File: config.mk
export PLATFORM = sky130hd
export DESIGN_NAME = nccpg_div_stage
export DESIGN_NICKNAME = d
export VERILOG_FILES = /design/src/rtl/nccpg_pkg.sv /design/src/rtl/nccpg_div_stage.sv
export SDC_FILE = /design/constraint.sdc
export NUM_CORES = 1
export LEC_CHECK = 0
export BUFFER_PORTS_ARGS = -buffer_cell sky130_fd_sc_hd__buf_2
export CAP_MARGIN = 25
export CORE_AREA = 2 2 172 174
export DETAILED_ROUTE_END_ITERATION = 16
export DIE_AREA = 0 0 174 176
export PLACE_DENSITY = 0.54
export RECOVER_POWER = 50
export SLEW_MARGIN = 5
export SYNTH_ARGS = -nofsm -noshare
export SYNTH_HDL_FRONTEND = slang
export SYNTH_SLANG_ARGS = --single-unit
File: constraint.sdc
create_clock -name vclk -period 14.5
set_input_delay 2.175 -clock vclk [all_inputs]
set_output_delay 2.175 -clock vclk [all_outputs]
set_load 0.01 [all_outputs]
File: src/rtl/nccpg_pkg.sv
package nccpg_pkg;

    localparam int INDEX_W      = 12;
    localparam int COUNT_W      = 13;
    localparam int COUNT_RESET  = 4096;
    localparam int NUM_W        = 12;
    localparam int K_W          = 12;
    localparam int DEN_W        = 14;
    localparam int PHASE_W      = 32;
    localparam int DIVIDEND_W   = NUM_W + PHASE_W;
    localparam int DIV_SPS      = 4;
    localparam int DIV_STAGES   = DIVIDEND_W / DIV_SPS;
    localparam int CORDIC_STEPS = 30;
    localparam int CORDIC_SPS   = 2;
    localparam int CORDIC_STAGES = CORDIC_STEPS / CORDIC_SPS;
    localparam int XY_W         = 34;
    localparam int Z_W          = 33;
    localparam int XY_FRAC      = 30;
    localparam logic signed [XY_W-1:0] CORDIC_GAIN = 34'sd652032874;

    typedef enum logic [2:0] {
        CODE_ZERO,
        CODE_NEG_ONE,
        CODE_POS_ONE,
        CODE_CORDIC,
        CODE_INVALID
    } t_code;

    typedef struct packed {
        t_code                     code;
        logic [INDEX_W-1:0]        index;
        logic [DIVIDEND_W-1:0]     dividend;
        logic [DEN_W-1:0]          den;
        logic [DEN_W-1:0]          rem;
        logic [PHASE_W-1:0]        phase;
        logic                      neg;
        logic signed [XY_W-1:0]    x;
        logic signed [XY_W-1:0]    y;
        logic signed [Z_W-1:0]     z;
    } t_pipe;

    function automatic logic [31:0] atan_turn(input int step);
        logic [31:0] v;
        case (step)
            0:  v = 32'h20000000;
            1:  v = 32'h12E4051E;
            2:  v = 32'h09FB385B;
            3:  v = 32'h051111D4;
            4:  v = 32'h028B0D43;
            5:  v = 32'h0145D7E1;
            6:  v = 32'h00A2F61E;
            7:  v = 32'h00517C55;
            8:  v = 32'h0028BE53;
            9:  v = 32'h00145F2F;
            10: v = 32'h000A2F98;
            11: v = 32'h000517CC;
            12: v = 32'h00028BE6;
            13: v = 32'h000145F3;
            14: v = 32'h0000A2FA;
            15: v = 32'h0000517D;
            16: v = 32'h000028BE;
            17: v = 32'h0000145F;
            18: v = 32'h00000A30;
            19: v = 32'h00000518;
            20: v = 32'h0000028C;
            21: v = 32'h00000146;
            22: v = 32'h000000A3;
            23: v = 32'h00000051;
            24: v = 32'h00000029;
            25: v = 32'h00000014;
            26: v = 32'h0000000A;
            27: v = 32'h00000005;
            28: v = 32'h00000003;
            29: v = 32'h00000001;
            default: v = 32'h0;
        endcase
        return v;
    endfunction

endpackage

File: src/rtl/nccpg_div_stage.sv
module nccpg_div_stage #(
    parameter int FIRST_STEP = 0
) (
    input  nccpg_pkg::t_pipe i_st,
    output nccpg_pkg::t_pipe o_st
);

    always_comb begin
        logic [nccpg_pkg::DEN_W:0]      t;
        logic [nccpg_pkg::DEN_W-1:0]    rem;
        logic [nccpg_pkg::PHASE_W-1:0]  phase;
        o_st  = i_st;
        rem   = i_st.rem;
        phase = i_st.phase;
        for (int s = 0; s < nccpg_pkg::DIV_SPS; s++) begin
            t = {rem, i_st.dividend[nccpg_pkg::DIVIDEND_W-1-FIRST_STEP-s]};
            if (t >= {1'b0, i_st.den}) begin
                t     = t - {1'b0, i_st.den};
                phase = {phase[nccpg_pkg::PHASE_W-2:0], 1'b1};
            end else begin
                phase = {phase[nccpg_pkg::PHASE_W-2:0], 1'b0};
            end
            rem = t[nccpg_pkg::DEN_W-1:0];
        end
        o_st.rem   = rem;
        o_st.phase = phase;
    end

endmodule

==> impl_metrics.py <==
metrics = {
    "finish": {
        "final_cells": 920,
        "drive_above_1_share": 0.2097,
        "seq_cells": 0,
        "seq_area_um2": 0,
        "clockBufferCount": 0,
        "syn2layout_area_growth_pct": -14.33,
        "fin_util": 0.1493,
        "fin_nets": 817,
    },
    "synthesis": {
        "synth_warnings": 0,
        "yosysTopAreaCell": "buf_4",
        "ys_types": 64,
        "syn_nets": 955,
        "synth_area_um2": 4976,
        "ys_top_cells_by_area": "buf_4 (31%), ha_1 (14%), mux2_2 (5.4%), a21oi_1 (4.9%), xnor2_1 (4.6%)",
        "avgSynthCellArea_um2": 7.383,
        "synth_cells": 674,
        "synth_top_cell_area_share": 0.3063,
        "ys_seq_area_frac": 0,
    },
    "grt": {
        "track_usage": 0.09220,
        "antenna_found_initial": 2,
        "grt_pass1_vias": 3742,
        "grt.overflow.total": 0,
        "grt_pass1_wl_mm": 22.16,
        "grt_max_degree": 23,
    },
    "timing": {
        "tightest_slew_ps": 517.2,
        "finalCriticalPeriod_ps": 13740,
        "relSlewSlack": 0.6515,
        "rsz0062_at_grt": "no",
        "finalSetupViolCount": 0,
        "setup_tns_ps": 0,
        "slew_violations": 0,
        "fin_crit_sh": 0.9474,
        "fmax_mhz": 72.79,
        "hold_viol": 0,
    },
    "setup_path": {
        "cp-end-kind": "primary output",
        "criticalPathCategory": "input pin to primary output",
        "path_max_fanout": 22,
        "worst_setup_path_start_kind": "input pin",
        "critPathMaxStageDelay_ps": 540,
        "slowest_stage": "or3_4",
        "cp.arrival_ps": 11560,
        "cp.required_ps": 12320,
    },
    "run": {
        "drv_cap": 0,
    },
    "hold_path": {
        "whs_path_depth": 0,
        "min_path_type": "input pin to primary output",
    },
    "drt": {
        "wirelength_mm": 15.28,
        "route.detailed.drc": 0,
        "antenna_left": 0,
        "firstDrtPassIters": 5,
        "vias": 3960,
        "wl_per_cell_um": 16.61,
        "drt_iter0_markers": 250,
        "vias_per_cell": 4.304,
    },
    "die": {
        "rows": 62,
        "die_h_um": 176,
        "die_w_um": 174,
        "initial_core_util": 0.1743,
        "die-area_um2": 30620,
        "io_pins": 442,
        "core_area_um2": 28550,
    },
    "placed_design": {
        "dp_cells": 918,
        "io_buffers": 68,
        "gp_congestion": 0.7895,
        "dpl.hpwl_mm": 13.36,
    },
    "run_status": {
        "outcome": "finished, final reports clean",
    },
    "pwr": {
        "fin_total_pwr_uw": 1184,
        "p_leak_uw": 0.001899,
        "power_density_nw_per_um2": 277.7,
        "peakVddDrop_v": 0.0001141,
    },
    "clocking": {
        "holdBufCountCts": 0,
        "post_cts_buffers": 0,
        "post_cts_resized": 0,
    },
}
## report_power, final
group	total, µW	internal, µW	leakage (µW)	switching [µW]
clock network	0.0000185	0.0000185	0.0000000127	0
registers	0	0	0	0
logic	1180	530	0.00190	653
total	1180	530	0.00190	653
## cells in the final DEF, fill, tap and decap left out, types with 3 or more instances in the layout
cell type / synthesis / routed
o41ai_1: 3 / 3
xor2_1: 11 / 11
nor2b_1: 10 / 10
mux2i_1: 4 / 4
a221o_1: 11 / 11
a211oi_1: 6 / 6
nand4_1: 11 / 11
nand2_1: 21 / 21
a21oi_1: 49 / 49
buf_2: 3 / 68
a21boi_0: 5 / 5
and3_1: 12 / 12
mux2_2: 24 / 24
ha_1: 56 / 56
mux2_4: 4 / 4
o31ai_1: 4 / 4
o21a_1: 11 / 11
o21bai_1: 4 / 4
a21o_1: 15 / 15
nand3_1: 7 / 7
o21ai_1: 2 / 3
inv_1: 40 / 40
o21ai_0: 31 / 30
buf_4: 203 / 6
nor3_1: 11 / 11
o31a_1: 3 / 3
nor2_1: 32 / 32
fa_1: 4 / 4
nand2b_1: 3 / 3
xnor2_1: 26 / 26
## final timing paths
| kind | start | slack (ps) | endpoint |
|---|---|---|---|
| worst max-delay path | i_st[160] | 760 | o_st[138] |
| worst min-delay path | i_st[102] | 4350 | o_st[106] |
## cell type report
type                       instances  area [µm²]
timing repair buffer              74       385.4
fill                            3327       24280
antenna                            2       5.005
inverter                          42       157.7
multi-input combinational        418        3234
tap                              384       480.5
## Yosys cell counts (all sizes together), types with 4 or more instances
library cell and n:
a21oi 50, nand3 7, nor2b 10, o21ai 33, nor3 12, a21o 15
and3 12, mux2i 4, a221o 11, a211oi 8, nand2 21, fa 4
o21a 11, inv 42, nand4 11, mux2 28, ha 56, o21bai 4
o31ai 4, buf 208, a21boi 5, xor2 11, clkbuf 6, xnor2 26
nor2 33
## per-layer routing
layer  GRT usage  vias up  routed length, µm
li1            -     1907                  -
met1     0.09812     1777               5755
met2      0.1697      186               7414
met3     0.02670       90               1421
met4     0.03957        0                691
met5           0        -                  0
## kinds of logic after synthesis
group                    share of synthesized area
XOR/XNOR                                   0.06512
AO/OA/AOI/OAI                               0.2238
adder cells (fa/ha/maj)                     0.1569
multiplexers                               0.07443
buffers and inverters                       0.3500
AND/OR/NAND/NOR                             0.1298
## critical path, delay by kind of cell
family                     cells  cell delay (ps)
AOI/OAI and AO/OA             20             4270
and+or+nand+nor                7             1680
buffers and inverters          8             1190
muxes                          3              960
adders and majority gates      4             1250
## per-stage QoR
step | hold WS [ps] | setup WS, ps | area, µm²
3_3_place_gp | 4350 | 863.7 | 4258
5_1_grt | 4350 | 141.3 | 4258
4_1_cts | 4350 | 726.1 | 4258
6_report | 4350 | 762.3 | 4263
3_5_place_dp | 4350 | 777.1 | 4258
2_1_floorplan | 4442 | 1711 | 4976
Power figures use the tool's default switching activity.
