===== config.mk =====
export PLATFORM = sky130hd
export DESIGN_NAME = nccpg_cordic_stage
export DESIGN_NICKNAME = d
export VERILOG_FILES = /design/src/rtl/nccpg_pkg.sv /design/src/rtl/nccpg_cordic_stage.sv
export SDC_FILE = /design/constraint.sdc
export NUM_CORES = 1
export LEC_CHECK = 0
export BUFFER_PORTS_ARGS = -buffer_cell sky130_fd_sc_hd__buf_2
export CORE_AREA = 2 2 172 174
export DETAILED_ROUTE_END_ITERATION = 8
export DIE_AREA = 0 0 174 176
export GPL_ROUTABILITY_DRIVEN = 0
export PLACE_DENSITY = 0.78
export SLEW_MARGIN = 20
export SYNTH_ARGS = -nofsm -noshare
export SYNTH_HDL_FRONTEND = slang
export SYNTH_SLANG_ARGS = --single-unit

===== constraint.sdc =====
create_clock -name vclk -period 14.95
set_input_delay 2.99 -clock vclk [all_inputs]
set_output_delay 2.99 -clock vclk [all_outputs]
set_load 0.01 [all_outputs]

===== src/rtl/nccpg_pkg.sv =====
package nccpg_pkg;

    localparam int INDEX_W      = 12;
    localparam int COUNT_W      = 13;
    localparam int COUNT_RESET  = 4096;
    localparam int NUM_W        = 12;
    localparam int K_W          = 12;
    localparam int DEN_W        = 14;
    localparam int PHASE_W      = 32;
    localparam int DIVIDEND_W   = NUM_W + PHASE_W;
    localparam int DIV_SPS      = 4;
    localparam int DIV_STAGES   = DIVIDEND_W / DIV_SPS;
    localparam int CORDIC_STEPS = 30;
    localparam int CORDIC_SPS   = 2;
    localparam int CORDIC_STAGES = CORDIC_STEPS / CORDIC_SPS;
    localparam int XY_W         = 34;
    localparam int Z_W          = 33;
    localparam int XY_FRAC      = 30;
    localparam logic signed [XY_W-1:0] CORDIC_GAIN = 34'sd652032874;

    typedef enum logic [2:0] {
        CODE_ZERO,
        CODE_NEG_ONE,
        CODE_POS_ONE,
        CODE_CORDIC,
        CODE_INVALID
    } t_code;

    typedef struct packed {
        t_code                     code;
        logic [INDEX_W-1:0]        index;
        logic [DIVIDEND_W-1:0]     dividend;
        logic [DEN_W-1:0]          den;
        logic [DEN_W-1:0]          rem;
        logic [PHASE_W-1:0]        phase;
        logic                      neg;
        logic signed [XY_W-1:0]    x;
        logic signed [XY_W-1:0]    y;
        logic signed [Z_W-1:0]     z;
    } t_pipe;

    function automatic logic [31:0] atan_turn(input int step);
        logic [31:0] v;
        case (step)
            0:  v = 32'h20000000;
            1:  v = 32'h12E4051E;
            2:  v = 32'h09FB385B;
            3:  v = 32'h051111D4;
            4:  v = 32'h028B0D43;
            5:  v = 32'h0145D7E1;
            6:  v = 32'h00A2F61E;
            7:  v = 32'h00517C55;
            8:  v = 32'h0028BE53;
            9:  v = 32'h00145F2F;
            10: v = 32'h000A2F98;
            11: v = 32'h000517CC;
            12: v = 32'h00028BE6;
            13: v = 32'h000145F3;
            14: v = 32'h0000A2FA;
            15: v = 32'h0000517D;
            16: v = 32'h000028BE;
            17: v = 32'h0000145F;
            18: v = 32'h00000A30;
            19: v = 32'h00000518;
            20: v = 32'h0000028C;
            21: v = 32'h00000146;
            22: v = 32'h000000A3;
            23: v = 32'h00000051;
            24: v = 32'h00000029;
            25: v = 32'h00000014;
            26: v = 32'h0000000A;
            27: v = 32'h00000005;
            28: v = 32'h00000003;
            29: v = 32'h00000001;
            default: v = 32'h0;
        endcase
        return v;
    endfunction

endpackage


===== src/rtl/nccpg_cordic_stage.sv =====
module nccpg_cordic_stage #(
    parameter int FIRST_STEP = 0
) (
    input  nccpg_pkg::t_pipe i_st,
    output nccpg_pkg::t_pipe o_st
);

    always_comb begin
        logic signed [nccpg_pkg::XY_W-1:0] x;
        logic signed [nccpg_pkg::XY_W-1:0] y;
        logic signed [nccpg_pkg::XY_W-1:0] xn;
        logic signed [nccpg_pkg::Z_W-1:0]  z;
        logic signed [nccpg_pkg::Z_W-1:0]  a;
        o_st = i_st;
        x = i_st.x;
        y = i_st.y;
        z = i_st.z;
        for (int s = 0; s < nccpg_pkg::CORDIC_SPS; s++) begin
            a = signed'({1'b0, nccpg_pkg::atan_turn(FIRST_STEP + s)});
            if (!z[nccpg_pkg::Z_W-1]) begin
                xn = x - (y >>> (FIRST_STEP + s));
                y  = y + (x >>> (FIRST_STEP + s));
                z  = z - a;
            end else begin
                xn = x + (y >>> (FIRST_STEP + s));
                y  = y - (x >>> (FIRST_STEP + s));
                z  = z + a;
            end
            x = xn;
        end
        o_st.x = x;
        o_st.y = y;
        o_st.z = z;
    end

endmodule


==> impl_metrics.json <==
{
  "syn_nets": 2284,
  "setup_viol": 0,
  "grt_use_total": 0.244,
  "post-route-period-util": 0.838,
  "outcome": "completed",
  "groute.layer.met1.usage": 0.300,
  "first_global_vias": 13000,
  "drc": 0,
  "endpoint_kind": "primary output",
  "fin_setup_tns_ns": 0,
  "core_region_area_mm2": 0.0285,
  "ys_types": 97,
  "ctsHoldBuffers": 0,
  "p_total_uw": 1830,
  "drt_first_pass_iters": 6,
  "die_x_um": 174,
  "leakage_uw": 0.00635,
  "grt_setup_unrepaired": "false",
  "crit_path_start_kind": "input pin",
  "ir_drop_uv": 113,
  "hold_violations": 0,
  "io_pins": 442,
  "grt_max_degree": 93,
  "maxCapViolCount": 0,
  "crit_arrival_ns": 9.54,
  "cts_resized": 0,
  "relSlewSlack": 0.401,
  "synth_area_leaders": "ha_1, xnor2_1, a21oi_1",
  "grt_busiest_layer": "met2",
  "intPower_uw": 736,
  "clkPwrFrac": 0,
  "die-area_mm2": 0.0306,
  "drive_gt1_frac": 0.138,
  "nets": 2314,
  "seq_cells": 0,
  "drt-vias-per-instance": 6.08,
  "drtIter0Drc": 1688,
  "postCtsSetupBuffers": 0,
  "ant_nets": 0,
  "yosys_warnings": 0,
  "post-place-cells": 2268,
  "fmax_ghz": 0.0798,
  "start_util": 0.456,
  "synth_top_area_share": 0.192,
  "min_period_ns": 12.53,
  "worst-path-max-fanout": 5,
  "diodes": 0,
  "netlist_instances": 1856,
  "postSynthAreaPerCell_um2": 7.01,
  "die_h_um": 176,
  "grt_pass1_wl_um": 63500,
  "hpwl_um": 33300,
  "rows": 62,
  "slew_violations": 0,
  "num_vias": 13800,
  "grt.met3_usage": 0.0381,
  "use_met2": 0.430,
  "power_frac_seq": 0,
  "powerDensity_mw_per_mm2": 137,
  "worstPathRequired_ns": 11.96,
  "grt-ovfl-total": 0,
  "instances_no_fill": 2268,
  "criticalPathCategory": "in -> out",
  "antenna_found_initial": 0,
  "wl_um": 39800,
  "syn_area_mm2": 0.0130,
  "power_frac_comb": 1.000,
  "fill_cells": 2898,
  "switchingPower_uw": 1090,
  "final-seq-area_um2": 0,
  "io_buffer_count": 200,
  "placed_cell_area_mm2": 0.0133,
  "switching_share": 0.598,
  "final_cell_mix": "ha_1, buf_2, a21oi_1, inv_1, xnor2_1",
  "stdcell_area_mm2": 0.0133,
  "worst_pin_slew_ns": 0.898,
  "clock_buffers": 0,
  "area_growth_pct": 2.54,
  "routedWlPerCell_um": 17.5,
  "hp-class": "in -> out",
  "whs_path_depth": 0,
  "yosysTopAreaCell": "ha_1",
  "ys_seq_area_frac": 0
}
## synthesized netlist by cell type, types with 5 or more instances
cell / n
o211ai_1: 21
buf_1: 7
nand4_1: 25
buf_4: 121
buf_6: 7
inv_1: 156
o21ai_0: 100
nor2b_1: 24
nand3b_1: 5
mux2i_1: 14
nand2b_1: 26
clkbuf_1: 29
nor3_1: 34
a2111oi_0: 5
o21bai_1: 19
buf_2: 12
o21ai_1: 13
fa_1: 7
nand2_1: 82
o41ai_1: 5
a21oi_1: 185
or2_2: 9
nor4_1: 13
a21o_1: 76
a31oi_1: 20
o21a_1: 20
ha_1: 200
o31ai_1: 31
or4_1: 6
o311a_1: 5
xor2_1: 56
nand3_1: 30
o41a_1: 5
or3_1: 6
a211oi_1: 14
a211o_1: 12
and2_1: 10
xnor2_1: 155
and3_1: 17
nor2_1: 153
o31a_1: 12
## worst paths after layout
| kind | from | to | slack, ns |
|---|---|---|---|
| max | i_st[34] | o_st[66] | 2.42 |
| min | i_st[0] | o_st[0] | 5.98 |
## worst max-delay path: stages
cell and delay [ns]:
buf_2 0.13, inv_1 0.11, ha_1 0.34, nor2b_1 0.16, o31ai_1 0.48, a21oi_2 0.22, a2111oi_2 0.71, o211ai_1 0.21
o2111ai_2 0.18, o2111ai_1 0.25, or4_1 0.52, or4_4 0.54, o21ai_1 0.17, xor2_1 0.16, ha_1 0.30, a21o_1 0.18
a21o_1 0.17, a21oi_1 0.19, o21bai_1 0.08, a21oi_1 0.14, o21ai_0 0.15, o41ai_1 0.45, o21ai_0 0.21, xnor2_1 0.20
xnor2_1 0.14, buf_2 0.15
## power groups by stage
| stage | combinational, µW | sequential (µW) | clock, µW |
|---|---|---|---|
| final | 1830 | 0 | 0 |
| after global routing | 1980 | 0 | 0 |
| after CTS | 1820 | 0 | 0 |
| after detailed placement | 1810 | 0 | 0 |
| after global placement | 1780 | 0 | 0 |
| after floorplan | 1260 | 0 | 0 |
## final cells by class
type                       count  area [µm²]  area share
inverter                     162         608      0.0456
timing repair buffer         204        1030      0.0772
tap                          384         480      0.0360
multi-input combinational   1518       11200       0.841
## per-layer routing
layer	part of all wire	routed length, µm
met3	0.087	3450
met5	0	0
met2	0.47	18800
met4	0.038	1500
met1	0.40	16000
## logic make-up after synthesis
family,after synthesis,synth area share
AO/OA/AOI/OAI,616,0.319
AND/OR/NAND/NOR,467,0.184
multiplexers,15,0.0116
buffers and inverters,338,0.138
XOR/XNOR,213,0.146
adder cells (fa/ha/maj),207,0.203
## through the flow
stage,setup WS (ns),hold WS [ns],util
floorplan,3.28,6.05,-
global placement,2.74,5.98,0.468
detailed placement,2.62,5.98,0.468
CTS,2.61,5.98,0.468
global route,2.04,5.98,0.468
finish,2.42,5.98,0.468
Power figures use the tool's default switching activity.
